===== config.mk =====
export PLATFORM = sky130hd
export DESIGN_NAME = ring_neighbor_resource_arbiter
export DESIGN_NICKNAME = d
export VERILOG_FILES = /design/src/hw/rtl/rnra_pkg.sv /design/src/hw/rtl/ring_neighbor_resource_arbiter.sv /design/src/hw/rtl/rnra_ctrl.sv /design/src/hw/rtl/rnra_datapath.sv
export SDC_FILE = /design/constraint.sdc
export NUM_CORES = 1
export LEC_CHECK = 0
export BUFFER_PORTS_ARGS = -buffer_cell sky130_fd_sc_hd__buf_2
export CAP_MARGIN = 10
export CORE_MARGIN = 2
export CORE_UTILIZATION = 30
export CTS_CLUSTER_DIAMETER = 60
export DETAILED_ROUTE_END_ITERATION = 10
export GPL_TIMING_DRIVEN = 0
export MAX_ROUTING_LAYER = met4
export SYNTH_ARGS = -nofsm -noshare
export SYNTH_HDL_FRONTEND = slang
export SYNTH_SLANG_ARGS = --single-unit
export TNS_END_PERCENT = 10

===== constraint.sdc =====
create_clock -name clk -period 4.95 [get_ports clk]
set_input_delay 0.2475 -clock clk [delete_from_list [all_inputs] [get_ports clk]]
set_output_delay 0.2475 -clock clk [all_outputs]
set_load 0.01 [all_outputs]

===== src/hw/rtl/rnra_pkg.sv =====
// Types and constants shared by the ring neighbor resource arbiter modules.
`default_nettype none

package rnra_pkg;

    // Fixed field widths of the stream and configuration payloads.
    localparam int AGENT_W = 6;
    localparam int CFG_W   = 7;
    localparam int IN_DATA_W  = 8;
    localparam int OUT_DATA_W = 16;

    // Operation codes carried on the input tuser bit.
    localparam logic OP_REQUEST = 1'b0;
    localparam logic OP_RELEASE = 1'b1;

    // Reset value of the ring size register.
    localparam logic [CFG_W-1:0] NUM_AGENTS_RESET = 7'd5;

    // State of one agent in the ring.
    typedef enum logic [1:0] {
        AG_THINKING = 2'd0,
        AG_HUNGRY   = 2'd1,
        AG_EATING   = 2'd2
    } agent_state_t;

    // Address source for the state memory read port.
    typedef enum logic [1:0] {
        SEL_AGENT     = 2'd0,
        SEL_TGT       = 2'd1,
        SEL_TGT_LEFT  = 2'd2,
        SEL_TGT_RIGHT = 2'd3
    } rd_sel_t;

    // Sequencer states.
    typedef enum logic [2:0] {
        ST_IDLE,
        ST_READ_SELF,
        ST_CHECK_SELF,
        ST_READ_TGT,
        ST_READ_LEFT,
        ST_READ_RIGHT,
        ST_DECIDE,
        ST_FINISH
    } fsm_state_t;

    // Commands from the controller to the datapath.
    typedef struct packed {
        logic    load_in;
        rd_sel_t rd_sel;
        logic    flag_err;
        logic    wr_self;
        logic    latch_x;
        logic    latch_l;
        logic    decide;
        logic    load_out;
    } dp_cmd_t;

    // Status from the datapath to the controller.
    typedef struct packed {
        logic oob;
        logic self_ok;
        logic more_test;
    } dp_status_t;

endpackage

`default_nettype wire


===== src/hw/rtl/ring_neighbor_resource_arbiter.sv =====
// Top level of the ring neighbor resource arbiter.
//
// Agents sit in a ring; each is thinking, hungry or eating. An input beat is a
// request (tuser 0) or a release (tuser 1) from one agent. A request makes the
// agent hungry and grants it when neither neighbor eats; a release makes it
// thinking and retests the left, then the right neighbor.
// Each input beat yields exactly one output beat with the grants, the neighbor
// indices and an error flag; errored beats change no state.
// The cfg channel writes the ring size and is always ready; the user must write it
// only while the block holds no item in flight, as the block does not enforce it.
// One item at a time: an out-of-range agent ends after the own-state read, an
// illegal operation after the own-state check, a request after testing the agent
// itself and a release after testing both neighbors; the next beat is taken once
// the sequencer is back in idle. Each state lookup is a separate read of the
// single read port of the agent state memory, which has registered read data.
// Reset clears all agents to thinking through per-entry valid bits and sets
// the ring size to five; no clearing pass is needed.
// A stalled receiver holds the output beat; the next item is still accepted
// and worked on, and waits for the output register before it is shown.
`default_nettype none

module ring_neighbor_resource_arbiter
    import rnra_pkg::*;
#(
    parameter int MAX_AGENTS = 64
)
(
    input  wire logic                  clk,
    input  wire logic                  rst_n,
    input  wire logic                  cfg_valid,
    output logic                       cfg_ready,
    input  wire logic [CFG_W-1:0]      cfg_data,      // num_agents
    input  wire logic                  s_axis_tvalid,
    output logic                       s_axis_tready,
    input  wire logic [IN_DATA_W-1:0]  s_axis_tdata,  // [5:0] agent, [7:6] zero
    input  wire logic [0:0]            s_axis_tuser,  // [0] operation
    output logic                       m_axis_tvalid,
    input  wire logic                  m_axis_tready,
    output logic [OUT_DATA_W-1:0]      m_axis_tdata   // [0] grant_self, [1] grant_left,
                                                      // [2] grant_right, [8:3] left_agent,
                                                      // [14:9] right_agent, [15] error
);

    dp_cmd_t    cmd;
    dp_status_t status;

    // Sequencer.
    rnra_ctrl u_ctrl (
        .clk       (clk),
        .rst_n     (rst_n),
        .in_valid  (s_axis_tvalid),
        .in_ready  (s_axis_tready),
        .out_valid (m_axis_tvalid),
        .out_ready (m_axis_tready),
        .status    (status),
        .cmd       (cmd)
    );

    // State memory and result datapath.
    rnra_datapath #(
        .MAX_AGENTS (MAX_AGENTS)
    ) u_datapath (
        .clk       (clk),
        .rst_n     (rst_n),
        .cfg_valid (cfg_valid),
        .cfg_ready (cfg_ready),
        .cfg_data  (cfg_data),
        .in_op     (s_axis_tuser[0]),
        .in_agent  (s_axis_tdata[AGENT_W-1:0]),
        .cmd       (cmd),
        .status    (status),
        .out_data  (m_axis_tdata)
    );

endmodule

`default_nettype wire


===== src/hw/rtl/rnra_ctrl.sv =====
// Sequencer that steps one request or release through the state memory.
`default_nettype none

module rnra_ctrl
    import rnra_pkg::*;
(
    input  wire logic       clk,
    input  wire logic       rst_n,
    input  wire logic       in_valid,
    output logic            in_ready,
    output logic            out_valid,
    input  wire logic       out_ready,
    input  wire dp_status_t status,
    output dp_cmd_t         cmd
);

    fsm_state_t state_reg;
    fsm_state_t state_next;
    logic       out_valid_reg;
    logic       out_valid_next;
    logic       out_free;

    // The output register can take a new beat when empty or being drained.
    assign out_free = !out_valid_reg || out_ready;

    // State register and output valid flag.
    always_ff @(posedge clk or negedge rst_n)
    begin
        if (!rst_n)
        begin
            state_reg     <= ST_IDLE;
            out_valid_reg <= 1'b0;
        end
        else
        begin
            state_reg     <= state_next;
            out_valid_reg <= out_valid_next;
        end
    end

    // Next state.
    always_comb
    begin
        state_next = state_reg;
        unique case (state_reg)
            ST_IDLE:
            begin
                if (in_valid)
                begin
                    state_next = ST_READ_SELF;
                end
            end
            ST_READ_SELF:
            begin
                state_next = status.oob ? ST_FINISH : ST_CHECK_SELF;
            end
            ST_CHECK_SELF:
            begin
                state_next = status.self_ok ? ST_READ_TGT : ST_FINISH;
            end
            ST_READ_TGT:
            begin
                state_next = ST_READ_LEFT;
            end
            ST_READ_LEFT:
            begin
                state_next = ST_READ_RIGHT;
            end
            ST_READ_RIGHT:
            begin
                state_next = ST_DECIDE;
            end
            ST_DECIDE:
            begin
                state_next = status.more_test ? ST_READ_TGT : ST_FINISH;
            end
            ST_FINISH:
            begin
                if (out_free)
                begin
                    state_next = ST_IDLE;
                end
            end
            default:
            begin
                state_next = ST_IDLE;
            end
        endcase
    end

    // Commands for the current state.
    always_comb
    begin
        cmd      = '0;
        cmd.rd_sel = SEL_AGENT;
        in_ready = 1'b0;
        unique case (state_reg)
            ST_IDLE:
            begin
                in_ready    = 1'b1;
                cmd.load_in = in_valid;
            end
            ST_READ_SELF:
            begin
                cmd.rd_sel   = SEL_AGENT;
                cmd.flag_err = status.oob;
            end
            ST_CHECK_SELF:
            begin
                cmd.wr_self  = status.self_ok;
                cmd.flag_err = !status.self_ok;
            end
            ST_READ_TGT:
            begin
                cmd.rd_sel = SEL_TGT;
            end
            ST_READ_LEFT:
            begin
                cmd.latch_x = 1'b1;
                cmd.rd_sel  = SEL_TGT_LEFT;
            end
            ST_READ_RIGHT:
            begin
                cmd.latch_l = 1'b1;
                cmd.rd_sel  = SEL_TGT_RIGHT;
            end
            ST_DECIDE:
            begin
                cmd.decide = 1'b1;
            end
            ST_FINISH:
            begin
                cmd.load_out = out_free;
            end
            default:
            begin
                cmd.rd_sel = SEL_AGENT;
            end
        endcase
    end

    // Output valid sets on a load and clears when the beat is taken.
    always_comb
    begin
        if (cmd.load_out)
        begin
            out_valid_next = 1'b1;
        end
        else if (out_ready)
        begin
            out_valid_next = 1'b0;
        end
        else
        begin
            out_valid_next = out_valid_reg;
        end
    end

    assign out_valid = out_valid_reg;

endmodule

`default_nettype wire


===== src/hw/rtl/rnra_datapath.sv =====
// Datapath: ring size register, agent state memory, neighbor math and result registers.
`default_nettype none

module rnra_datapath
    import rnra_pkg::*;
#(
    parameter int MAX_AGENTS = 64
)
(
    input  wire logic               clk,
    input  wire logic               rst_n,
    input  wire logic               cfg_valid,
    output logic                    cfg_ready,
    input  wire logic [CFG_W-1:0]   cfg_data,
    input  wire logic               in_op,
    input  wire logic [AGENT_W-1:0] in_agent,
    input  wire dp_cmd_t            cmd,
    output dp_status_t              status,
    output logic [OUT_DATA_W-1:0]   out_data
);

    localparam int IDX_W = (MAX_AGENTS > 1) ? $clog2(MAX_AGENTS) : 1;
    localparam int CW    = (IDX_W + 1 > CFG_W) ? IDX_W + 1 : CFG_W;
    localparam logic [CW-1:0] RING_MIN = CW'(2);
    localparam logic [CW-1:0] RING_MAX = CW'(MAX_AGENTS);

    logic [CFG_W-1:0]   num_agents_reg;
    logic               op_reg;
    logic [AGENT_W-1:0] agent_reg;
    logic [IDX_W-1:0]   tgt_reg;
    logic [IDX_W-1:0]   tgt_next;
    logic               test_idx_reg;
    agent_state_t       x_st_reg;
    agent_state_t       l_st_reg;
    logic               gs_reg;
    logic               gl_reg;
    logic               gr_reg;
    logic               err_reg;

    agent_state_t       state_ram [MAX_AGENTS];
    logic [MAX_AGENTS-1:0] vld_reg;
    agent_state_t       rd_data_reg;
    logic               rd_vld_reg;
    agent_state_t       rd_st;

    logic [CW-1:0]      ring_n;
    logic [CW-1:0]      ring_last;
    logic [IDX_W-1:0]   agent_idx;
    logic [IDX_W-1:0]   left_a;
    logic [IDX_W-1:0]   right_a;
    logic [IDX_W-1:0]   left_t;
    logic [IDX_W-1:0]   right_t;
    logic [IDX_W-1:0]   rd_addr;
    logic               wr_en;
    logic [IDX_W-1:0]   wr_addr;
    agent_state_t       wr_data;
    logic               grant;

    logic [AGENT_W-1:0] out_la_reg;
    logic [AGENT_W-1:0] out_ra_reg;
    logic               out_gs_reg;
    logic               out_gl_reg;
    logic               out_gr_reg;
    logic               out_err_reg;

    // Configuration is always accepted; the user must write it only while idle, as the block does not enforce it.
    assign cfg_ready = 1'b1;

    always_ff @(posedge clk or negedge rst_n)
    begin
        if (!rst_n)
        begin
            num_agents_reg <= NUM_AGENTS_RESET;
        end
        else if (cfg_valid)
        begin
            num_agents_reg <= cfg_data;
        end
    end

    // Effective ring size, saturated to the supported range.
    always_comb
    begin
        ring_n = CW'(num_agents_reg);
        if (ring_n < RING_MIN)
        begin
            ring_n = RING_MIN;
        end
        else if (ring_n > RING_MAX)
        begin
            ring_n = RING_MAX;
        end
        ring_last = ring_n - CW'(1);
    end

    // Neighbor indices of the issuing agent and of the agent under test.
    assign agent_idx = IDX_W'(agent_reg);
    assign left_a  = (agent_idx == '0) ? IDX_W'(ring_last) : agent_idx - IDX_W'(1);
    assign right_a = (CW'(agent_idx) == ring_last) ? '0 : agent_idx + IDX_W'(1);
    assign left_t  = (tgt_reg == '0) ? IDX_W'(ring_last) : tgt_reg - IDX_W'(1);
    assign right_t = (CW'(tgt_reg) == ring_last) ? '0 : tgt_reg + IDX_W'(1);

    // Read address selection.
    always_comb
    begin
        unique case (cmd.rd_sel)
            SEL_AGENT:     rd_addr = agent_idx;
            SEL_TGT:       rd_addr = tgt_reg;
            SEL_TGT_LEFT:  rd_addr = left_t;
            SEL_TGT_RIGHT: rd_addr = right_t;
            default:       rd_addr = agent_idx;
        endcase
    end

    // Entries never written read as thinking.
    assign rd_st = rd_vld_reg ? rd_data_reg : AG_THINKING;

    // Status toward the controller.
    assign status.oob       = CW'(agent_reg) >= ring_n;
    assign status.self_ok   = (op_reg == OP_REQUEST) ? (rd_st == AG_THINKING)
                                                     : (rd_st == AG_EATING);
    assign status.more_test = (op_reg == OP_RELEASE) && !test_idx_reg;

    // A hungry agent with no eating neighbor starts eating.
    assign grant = (x_st_reg == AG_HUNGRY) && (l_st_reg != AG_EATING) &&
                   (rd_st != AG_EATING);

    // Single write port: own state update, or a grant to the agent under test.
    always_comb
    begin
        wr_en   = cmd.wr_self || (cmd.decide && grant);
        wr_addr = cmd.wr_self ? agent_idx : tgt_reg;
        if (cmd.wr_self)
        begin
            wr_data = (op_reg == OP_REQUEST) ? AG_HUNGRY : AG_THINKING;
        end
        else
        begin
            wr_data = AG_EATING;
        end
    end

    // State memory with registered read data.
    always_ff @(posedge clk)
    begin
        if (wr_en)
        begin
            state_ram[wr_addr] <= wr_data;
        end
        rd_data_reg <= state_ram[rd_addr];
    end

    // Per-entry valid bits stand in for the all-thinking reset.
    always_ff @(posedge clk or negedge rst_n)
    begin
        if (!rst_n)
        begin
            vld_reg    <= '0;
            rd_vld_reg <= 1'b0;
        end
        else
        begin
            if (wr_en)
            begin
                vld_reg[wr_addr] <= 1'b1;
            end
            rd_vld_reg <= vld_reg[rd_addr];
        end
    end

    // Next agent under test.
    always_comb
    begin
        tgt_next = tgt_reg;
        if (cmd.wr_self)
        begin
            tgt_next = (op_reg == OP_REQUEST) ? agent_idx : left_a;
        end
        else if (cmd.decide)
        begin
            tgt_next = right_a;
        end
    end

    // Item, test and result registers.
    always_ff @(posedge clk)
    begin
        tgt_reg <= tgt_next;
        if (cmd.load_in)
        begin
            op_reg    <= in_op;
            agent_reg <= in_agent;
            gs_reg    <= 1'b0;
            gl_reg    <= 1'b0;
            gr_reg    <= 1'b0;
            err_reg   <= 1'b0;
        end
        if (cmd.flag_err)
        begin
            err_reg <= 1'b1;
        end
        if (cmd.wr_self)
        begin
            test_idx_reg <= 1'b0;
        end
        if (cmd.latch_x)
        begin
            x_st_reg <= rd_st;
        end
        if (cmd.latch_l)
        begin
            l_st_reg <= rd_st;
        end
        if (cmd.decide)
        begin
            test_idx_reg <= 1'b1;
            if (op_reg == OP_REQUEST)
            begin
                gs_reg <= grant;
            end
            else if (!test_idx_reg)
            begin
                gl_reg <= grant;
            end
            else
            begin
                gr_reg <= grant;
            end
        end
    end

    // Output register, parted from the working registers.
    always_ff @(posedge clk)
    begin
        if (cmd.load_out)
        begin
            out_gs_reg  <= gs_reg;
            out_gl_reg  <= gl_reg;
            out_gr_reg  <= gr_reg;
            out_err_reg <= err_reg;
            out_la_reg  <= status.oob ? '0 : AGENT_W'(left_a);
            out_ra_reg  <= status.oob ? '0 : AGENT_W'(right_a);
        end
    end

    assign out_data = {out_err_reg, out_ra_reg, out_la_reg, out_gr_reg, out_gl_reg,
                       out_gs_reg};

endmodule

`default_nettype wire


==> flow_summary.ini, run 1 <==
[clock_tree]
htree_levels = 1
clkSinkCount = 244
cts_tree = yes
cts_root_buffer = clkbuf_16
cts_buffer_depth = 3
clk_latency_ns = 0.56
numCtsBuffers = 27
path_clk_slew_ns = 0.06

[global_route]
grt_pass1_vias = 7944
grt.overflow.total = 0
grt_max_degree = 48
globalRouteTotalUtil = 0.1578
grt_first_pass_wirelength_mm = 47.96
antenna_found_initial = 0

[final_layout]
largest_register_ffs = 128
final_nets = 1089
final_layout_size_suffix_gt1_frac = 0.2181
antenna_cells = 0
area_growth_pct = 17.30

[synthesis]
syn-cell-area_um2 = 11670
postSynthCellCount = 969
synthArstFlopShare = 0.3115
ys_types = 88
synth_edf_count = 161
yosys_warnings = 0
synth_top_area_share = 0.4141
netlist_top_cells_area = edfxtp_1, dfrtp_1, mux2i_1, or2_2, nor2_1
syn_nets = 1006
synth_top_area_cell = edfxtp_1
avgSynthCellArea_um2 = 12.05
ys_ff_latch = 244
synth_flop_cell = edfxtp_1
ys_seq_area_frac = 0.5893

[die]
pin_count = 40
die_w_um = 201.3
die-area_um2 = 40510
core_um2 = 38560
initial_core_util = 0.3028
rows = 72
die-height_um = 201.3

[routing]
vias_per_cell = 5.101
ant_nets = 0
drt_iter0_markers = 686
drt-total-wl_mm = 31.17
vias = 8116
wl_per_cell_um = 19.59
dr.pass1.iters = 5
drc = 0

[timing]
finalSetupTns_ns = 0
maxSlewHeadroom = 0.4606
fin_crit_ns = 4.734
finClkSkew_ns = 0.01658
worstMarginPinSlew_ns = 0.8073
worst_slack_ns = 0.2164
hold_viol_final = 0
setup_viol_count_final = 0
rsz0062_at_grt = no
max_freq_mhz = 211.3
min_period_over_period = 0.9563
report.final.slew_viol_count = 0

[critical_path]
cp_max_fo = 10
cp.arrival_ns = 5.17
cpLargestDelayFamily = simple AND/OR/NAND/NOR gates
worstPathRequired_ns = 5.38
path_class = register to register
path_common_cell = o21ai_4
startpoint_type = register
crit_slowest_cell = or4_1
end_kind = register
cp_slowest_stage_delay_ns = 0.61
crit_buf_inv = 2
path_cells = buf_6 -> or4_4 -> o21ai_4 -> ha_2 -> xnor2_1 -> a21oi_1 -> o21ai_0 -> a2111o_1 -> o21ai_4 -> nand2_2 -> buf_2 -> nand2b_1 -> o22ai_1 -> or4_1 -> and4_1

[power_and_ir_drop]
pwr_density_cell_nw_per_um2 = 575.6
p_leak_nw = 5.304
ir_worst_vdd_v = 0.0002890

[status]
status = complete, no violations

[placed_design]
gp_congestion = 0.8884
port_buffers = 35
hpwlAfterDp_mm = 21.65
place_ws_ns = -0.1218

[job]
cap_violations = 0

[hold_path]
hold_path.class = input port to register
## synth_stat cells, drive strengths merged (9+ instances only)
library cell  count
nand2b           11
ha               16
nand2            82
nor2            101
a211oi           15
inv              27
mux2             28
dfrtp            74
clkbuf           20
o221ai           10
edfxtp          161
o22ai            13
or2              63
a21o             10
mux2i            52
xor2             13
o21ai            49
buf              27
nand3            22
o211ai            9
a21oi            20
xnor2            10
## final timing paths
kind,startpoint,end,slack (ns),depth (start not counted)
max in group asynchronous,rst_n,u_datapath.num_agents_reg[2]$_DFFE_PN1P_,4.02,3
min,m_axis_tready,u_ctrl.out_valid$_DFFE_PN0P_,0.03,3
min reg2reg,u_datapath.err_reg$_SDFFE_PP1P_,u_datapath.out_err_reg$_DFFE_PP_,0.43,0
min in group asynchronous,rst_n,u_datapath.vld_reg[36]$_DFFE_PN0N_,0.24,2
max,u_datapath.num_agents_reg[5]$_DFFE_PN0P_,u_datapath.rd_vld_reg$_DFF_PN0_,0.22,15
max reg2reg,u_datapath.num_agents_reg[5]$_DFFE_PN0P_,u_datapath.rd_vld_reg$_DFF_PN0_,0.22,15
## routing by layer
layer | routed length, µm | up-vias | GRT usage | share of wire
li1 | - | 3736 | - | -
met4 | 731 | 0 | 0.04254 | 0.023
met3 | 1932 | 56 | 0.02187 | 0.062
met1 | 14040 | 4038 | 0.2148 | 0.45
met5 | 0 | - | - | 0
met2 | 14470 | 286 | 0.2480 | 0.46
## power by group
group / switching (mW) / internal [mW] / total (mW)
registers: 0.151 / 2.55 / 2.70
logic: 1.99 / 1.20 / 3.20
clock network: 0.826 / 1.16 / 1.98
## stage by stage
step	total power [mW]	instances	area, µm²	utilization	hold slack, ns
floorplan	4.819	969	11670	-	-0.04809
global placement	5.797	1522	12500	0.3241	0.4162
detailed placement	5.833	1526	12580	0.3264	0.2712
CTS	7.838	1591	13630	0.3535	0.01329
global route	8.263	1591	13690	0.3551	0.04665
finish	7.882	1591	13690	0.3551	0.03354
## cell type report
class | instances | area, µm²
Fill cell | 3840 | 24860
Sequential cell | 244 | 6879
Multi-Input combinational cell | 650 | 4483
Clock buffer | 41 | 788.3
Tap cell | 518 | 648.1
Timing Repair Buffer | 56 | 417.9
Buffer | 45 | 272.8
Inverter | 28 | 105.1
Clock inverter | 9 | 98.84
## cells in the final DEF, fill, tap and decap left out, types with 15 or more instances in the layout
cell type	netlist	layout
edfxtp_1	161	161
nor2_1	100	99
nand2_1	82	80
dfrtp_1	74	74
or2_2	62	62
mux2i_1	52	52
o21ai_0	44	44
buf_2	8	42
clkbuf_1	20	27
clkbuf_16	0	27
inv_1	26	26
mux2_2	26	26
nand3_1	22	22
a21oi_1	18	17
ha_1	16	15
dlygate4sd3_1	0	15
## tightest hold or removal path, stage by stage
cell and delay, ns:
buf_2 0.07, nand2b_1 0.17, nand2_1 0.06
## logic make-up after synthesis
group	count (synthesis)	share of synthesized area
compound gates	194	0.1245
xor+xnor	23	0.01886
fa+ha+maj	16	0.01715
buf+inv	75	0.03301
flops	244	0.5893
mux	81	0.07385
other cells	1	0.0003212
simple gates	335	0.1430
## what timing repair did
action / CTS / global route
setup buffers: 0 / 2
hold buffers: 15 / 0
hold endpoints to repair: 50 / 0
pin swaps: 0 / 1
resized for setup: 2 / 10
endpoints found under the setup margin: 1 / 3
Note: power is estimated with default switching activity, not from simulation.
==> run 2: changes to the inputs <==
SYNTH_HIERARCHICAL = 1   (was default)
==> flow_summary.ini, run 2 <==
[status]
status = complete, no violations

[job]
cap_violations = 0

[power_and_ir_drop]
pwr_density_cell_nw_per_um2 = 668.9
seqPwrFrac = 0.303
p_switching_mw = 3.665
p_comb_frac = 0.482
p_int_mw = 5.459
power_mw = 9.124
ir_worst_vdd_v = 0.0004395
p_clk_frac = 0.215
sw_frac_of_total = 0.4017
p_leak_nw = 5.378

[synthesis]
syn_nets = 1005
synth_top_area_share = 0.4149
avgSynthCellArea_um2 = 12.00
synthArstFlopShare = 0.3115
netlist_top_cells_area = edfxtp_1, dfrtp_1, mux2i_1, or2_2, nor2_1
ys_top_cells_by_count = edfxtp_1, mux2i_1, nor2_1
synth_top_area_cell = edfxtp_1
syn-cell-area_um2 = 11650
ys_types = 76
postSynthCellCount = 971
ys_ff_latch = 244
synth_flop_cell = edfxtp_1
synth.most_common_cell = edfxtp_1
synth_edf_count = 161
yosys_warnings = 6
ys_seq_area_frac = 0.5904

[hold_path]
whs_path_depth = 3
min-delay-start = m_axis_tready
hold_path.class = input port to register
holdPathEnd = u_ctrl/out_valid$_DFFE_PN0P_

[critical_path]
crit_slowest_cell = clkbuf_1
cp_slowest_stage_delay_ns = 0.63
end_kind = register
reg2reg_slack_ns = 0.19
ff2ff_path_depth = 17
worstPathRequired_ns = 5.34
cp_max_fo = 10
cp.arrival_ns = 5.15
path_cells = buf_6 -> or3_1 -> buf_2 -> nor2_1 -> o21bai_1 -> ha_1 -> clkbuf_2 -> o211ai_1 -> o2111ai_1 -> o221ai_1 -> and4b_4 -> o311a_1 -> clkbuf_1 -> a211oi_1 -> nand3_1 -> nand4_1 -> or3b_1
crit_buf_inv = 4
startpoint_type = register
r2r-start = u_datapath/num_agents_reg[4]$_DFFE_PN0P_
reg2reg_to = u_datapath/rd_data_reg[1]$_DFF_P_
path_class = register to register
cpLargestDelayFamily = simple AND/OR/NAND/NOR gates

[clock_tree]
cts_tree = yes
cts_root_buffer = clkbuf_16
path_clk_slew_ns = 0.06
numCtsBuffers = 26
clk_latency_ns = 0.54
cts_buffer_depth = 3
clkSinkCount = 244
htree_levels = 1

[die]
die-area_um2 = 40430
rows = 72
die_w_um = 201.1
die-height_um = 201.1
initial_core_util = 0.3029
pin_count = 40
core_um2 = 38470

[final_layout]
area_growth_pct = 17.05
final_common_cell = edfxtp_1
final_layout_size_suffix_gt1_frac = 0.1860
antenna_cells = 0
final_cells = 1593
design_area_um2 = 13640
final_nets = 1089
n_fill_cell = 3772
mostFrequentLayoutCells = edfxtp_1, mux2i_1, nor2_1
utilization = 0.3546
largest_register_ffs = 128

[timing]
setup_viol_count_final = 0
fin_crit_ns = 4.761
worst_slack_ns = 0.1886
report.final.slew_viol_count = 0
finClkSkew_ns = 0.01144
max_freq_mhz = 210.0
finalSetupTns_ns = 0
min_period_over_period = 0.9619
worstMarginPinSlew_ns = 0.8980
rsz0062_at_grt = no
hold_viol_final = 0
maxSlewHeadroom = 0.3962
worst_hold_slack_ns = 0.04881

[global_route]
grt_max_degree = 48
grt.overflow.total = 0
globalRouteTotalUtil = 0.1552
grt_first_pass_wirelength_mm = 47.49
antenna_found_initial = 0
grt_pass1_vias = 8000

[routing]
drt_iter0_markers = 786
wl_per_cell_um = 19.36
dr.pass1.iters = 5
drt-total-wl_mm = 30.83
ant_nets = 0
vias_per_cell = 5.059
drc = 0
vias = 8059

[placed_design]
port_buffers = 35
place_ws_ns = -0.4997
dpl.cell_count = 1527
gp_congestion = 0.8842
place_area_um2 = 12550
hpwlAfterDp_mm = 20.85
## run 2: cell types whose count changed in the layout (fill, tap and decap cells not counted), sizes merged, moves of 9 or more
cell and delta:
o22ai -11, a22oi +19, mux2 -21, o21ai -27, a21oi +9, mux2i +52
nor3 +11, nand2 -11
## run 2: final cells by class
type | instances | area [µm²] | share of cell area
plain buffers | 58 | 387.9 | 0.02844
clock buffers | 35 | 704.4 | 0.05165
clock inverters | 13 | 156.4 | 0.01147
inverters | 23 | 87.58 | 0.006421
multi-input cells | 645 | 4350 | 0.3190
flip-flops and latches | 244 | 6879 | 0.5044
well taps | 518 | 648.1 | 0.04752
repair buffers | 57 | 425.4 | 0.03119
## run 2: worst max path at each step
stage / start / end / cells past startpoint
finish: u_datapath/num_agents_reg[4]$_DFFE_PN0P_ / u_datapath/rd_data_reg[1]$_DFF_P_ / 17
global placement: u_datapath/op_reg$_DFFE_PP_ / u_datapath/state_ram[60][0]$_DFFE_PP_ / 7
floorplan: u_datapath/op_reg$_DFFE_PP_ / u_datapath/state_ram[0][0]$_DFFE_PP_ / 7
CTS: u_datapath/num_agents_reg[6]$_DFFE_PN0P_ / u_datapath/rd_data_reg[1]$_DFF_P_ / 16
detailed placement: u_datapath/num_agents_reg[6]$_DFFE_PN0P_ / u_datapath/rd_data_reg[1]$_DFF_P_ / 16
global route: u_datapath/num_agents_reg[4]$_DFFE_PN0P_ / u_datapath/rd_data_reg[0]$_DFF_P_ / 17
## run 2: cells by family after synthesis
kind of cell / synth area share
and+or+nand+nor: 0.1449
DFF: 0.5904
AOI/OAI and AO/OA: 0.09675
muxes: 0.09610
buffers and inverters: 0.03994
xor gates and xnor gates: 0.01772
adders and majority gates: 0.01396
other: 0.0003218
## run 2: power groups by stage
stage	combinational, mW	sequential (mW)	clock (mW)
2_1_floorplan	2.88	2.77	0
3_3_place_gp	4.20	2.80	0
3_5_place_dp	4.24	2.80	0
4_1_cts	4.27	2.76	1.99
5_1_grt	4.67	2.81	2.08
6_report	4.40	2.76	1.96
## run 2: layer usage
metal  track usage  wire length [µm]
met3       0.02029              1803
met4       0.04233               716
met1        0.2116             13940
met5             -                 0
met2        0.2436             14370
## run 2: timing repair
action / CTS / global route
buffers inserted: 0 / 4
hold endpoints to repair: 43 / 0
hold buffers: 15 / 0
pin swaps: 0 / 2
gates cloned: 0 / 0
resized for setup: 8 / 11
setup endpoints to repair: 3 / 3
## run 2: worst register-to-register path: stages, from the launching register on
cell,delay [ns]
dfrtp_1,0.37
buf_6,0.13
or3_1,0.33
buf_2,0.18
nor2_1,0.10
o21bai_1,0.10
ha_1,0.28
clkbuf_2,0.23
o211ai_1,0.12
o2111ai_1,0.13
o221ai_1,0.30
and4b_4,0.34
o311a_1,0.43
clkbuf_1,0.63
a211oi_1,0.18
nand3_1,0.15
nand4_1,0.16
or3b_1,0.46
==> run 3: changes to the inputs <==
CORE_UTILIZATION = 46   (was 30)
HOLD_SLACK_MARGIN = 0.15   (was default)
==> flow_summary.ini, run 3 (synthesis results as in run 2) <==
[final_layout]
area_growth_pct = 14.88
utilization = 0.5347
final_layout_size_suffix_gt1_frac = 0.1838
final_nets = 1090
design_area_um2 = 13390
largest_register_ffs = 128
mostFrequentLayoutCells = edfxtp_1, mux2i_1, nor2_1
antenna_cells = 0
final_common_cell = edfxtp_1

[global_route]
grt.overflow.total = 0
antenna_found_initial = 0
grt_pass1_vias = 7824
grt_first_pass_wirelength_mm = 46.97
grt_max_degree = 50
globalRouteTotalUtil = 0.2421

[power_and_ir_drop]
ir_worst_vdd_v = 0.0005420
p_switching_mw = 3.657
sw_frac_of_total = 0.4047
p_clk_frac = 0.215
p_int_mw = 5.381
p_leak_nw = 5.373
seqPwrFrac = 0.306
pwr_density_cell_nw_per_um2 = 675.1
p_comb_frac = 0.480
power_mw = 9.038

[critical_path]
reg2reg_to = u_datapath/rd_vld_reg$_DFF_PN0_
end_kind = register
startpoint = u_datapath/num_agents_reg[6]$_DFFE_PN0P_
path_common_cell = clkbuf_2
crit_slowest_cell = o31ai_1
worstPathRequired_ns = 5.41
cp_max_fo = 10
cpLargestDelayFamily = simple AND/OR/NAND/NOR gates
cp.arrival_ns = 5.28
crit_buf_inv = 2
reg2reg_slack_ns = 0.12
path_cells = clkbuf_2 -> clkbuf_2 -> o21bai_1 -> ha_1 -> or4b_1 -> o2111ai_1 -> o221ai_1 -> and4b_4 -> o31ai_1 -> nand2_1 -> nor2_1 -> nand4_1 -> and4_1 -> nand3_1
r2r-start = u_datapath/num_agents_reg[6]$_DFFE_PN0P_
startpoint_type = register
cp_slowest_stage_delay_ns = 0.90
crit_cells = 14
ff2ff_path_depth = 14
path_class = register to register
worstSetupEndpoint = u_datapath/rd_vld_reg$_DFF_PN0_

[routing]
dr.pass1.iters = 7
vias_per_cell = 5.688
ant_nets = 0
drt_iter0_markers = 765
wl_per_cell_um = 21.68
drt-total-wl_mm = 30.50
vias = 8003
drc = 0

[placed_design]
gp_congestion = 0.8847
place_ws_ns = -0.5586
port_buffers = 35
hpwlAfterDp_mm = 20.30
place_area_um2 = 12330

[clock_tree]
cts_root_buffer = clkbuf_16
postCtsSetupRepairBufs = 0
cts_tree = yes
path_clk_slew_ns = 0.06
htree_levels = 1
clkSinkCount = 244
clk_latency_ns = 0.56
cts_buffer_depth = 3
numCtsBuffers = 27

[die]
core_um2 = 25040
initial_core_util = 0.4654
rows = 58
die-area_um2 = 26620
die_w_um = 163.2
pin_count = 40
die-height_um = 163.2

[timing]
max_freq_mhz = 207.2
min_period_over_period = 0.9748
rsz0062_at_grt = yes
setup_viol_count_final = 0
report.final.slew_viol_count = 0
worstMarginPinSlew_ns = 1.077
finClkSkew_ns = 0.01971
maxSlewHeadroom = 0.2758
fin_crit_ns = 4.825
hold_viol_final = 0
finalSetupTns_ns = 0
worst_slack_ns = 0.1247

[job]
cap_violations = 0

[status]
status = complete, no violations

[hold_path]
hold_path.class = input port to asynchronous set/reset pin
[run 3: area by class of cell]
type                            instances  area, µm²
Buffer                                 59      390.4
Clock buffer                           33      708.2
Clock inverter                         17      152.6
Fill cell                            2213      11650
Inverter                               23      87.58
Multi-Input combinational cell        645       4328
Sequential cell                       244       6879
Tap cell                              330      412.9
Timing Repair Buffer                   56      427.9
[run 3: routing by layer]
| layer | part of all wire | GRT usage | wire length [µm] |
|---|---|---|---|
| met3 | 0.063 | 0.03428 | 1909 |
| met5 | 0 | - | 0 |
| met2 | 0.45 | 0.3590 | 13570 |
| met1 | 0.47 | 0.3549 | 14470 |
| met4 | 0.018 | 0.05511 | 548 |
[run 3: power groups by stage]
stage	Sequential, mW	Clock [mW]	Combinational [mW]
detailed placement	2.80	0	4.23
global route	2.81	2.07	4.57
global placement	2.80	0	4.20
floorplan	2.77	0	2.88
finish	2.76	1.94	4.33
CTS	2.76	1.98	4.27
[run 3: stage by stage]
step / hold slack [ns] / cells
4_1_cts: 0.1769 / 1407
3_3_place_gp: 0.4185 / 1336
2_1_floorplan: -0.04809 / 971
3_5_place_dp: 0.2253 / 1340
5_1_grt: 0.1921 / 1407
6_report: 0.1748 / 1407
[run 3: timing repair]
action,4_1_cts,5_1_grt
endpoints found under the hold margin,92,0
hold buffers,17,0
endpoints found under the setup margin,3,3
gates resized for setup,6,9
cloned,0,0
[run 3: worst min path at each step]
stage,start,to,cells past startpoint
after global routing,cfg_valid,u_datapath/num_agents_reg[4]$_DFFE_PN0P_,2
after global placement,u_datapath/err_reg$_SDFFE_PP1P_,u_datapath/out_err_reg$_DFFE_PP_,0
after floorplan,rst_n,u_ctrl/out_valid$_DFFE_PN0P_,0
final,rst_n,u_datapath/vld_reg[47]$_DFFE_PN0N_,2
after detailed placement,rst_n,u_datapath/vld_reg[47]$_DFFE_PN0N_,1
after CTS,rst_n,u_datapath/vld_reg[47]$_DFFE_PN0N_,2
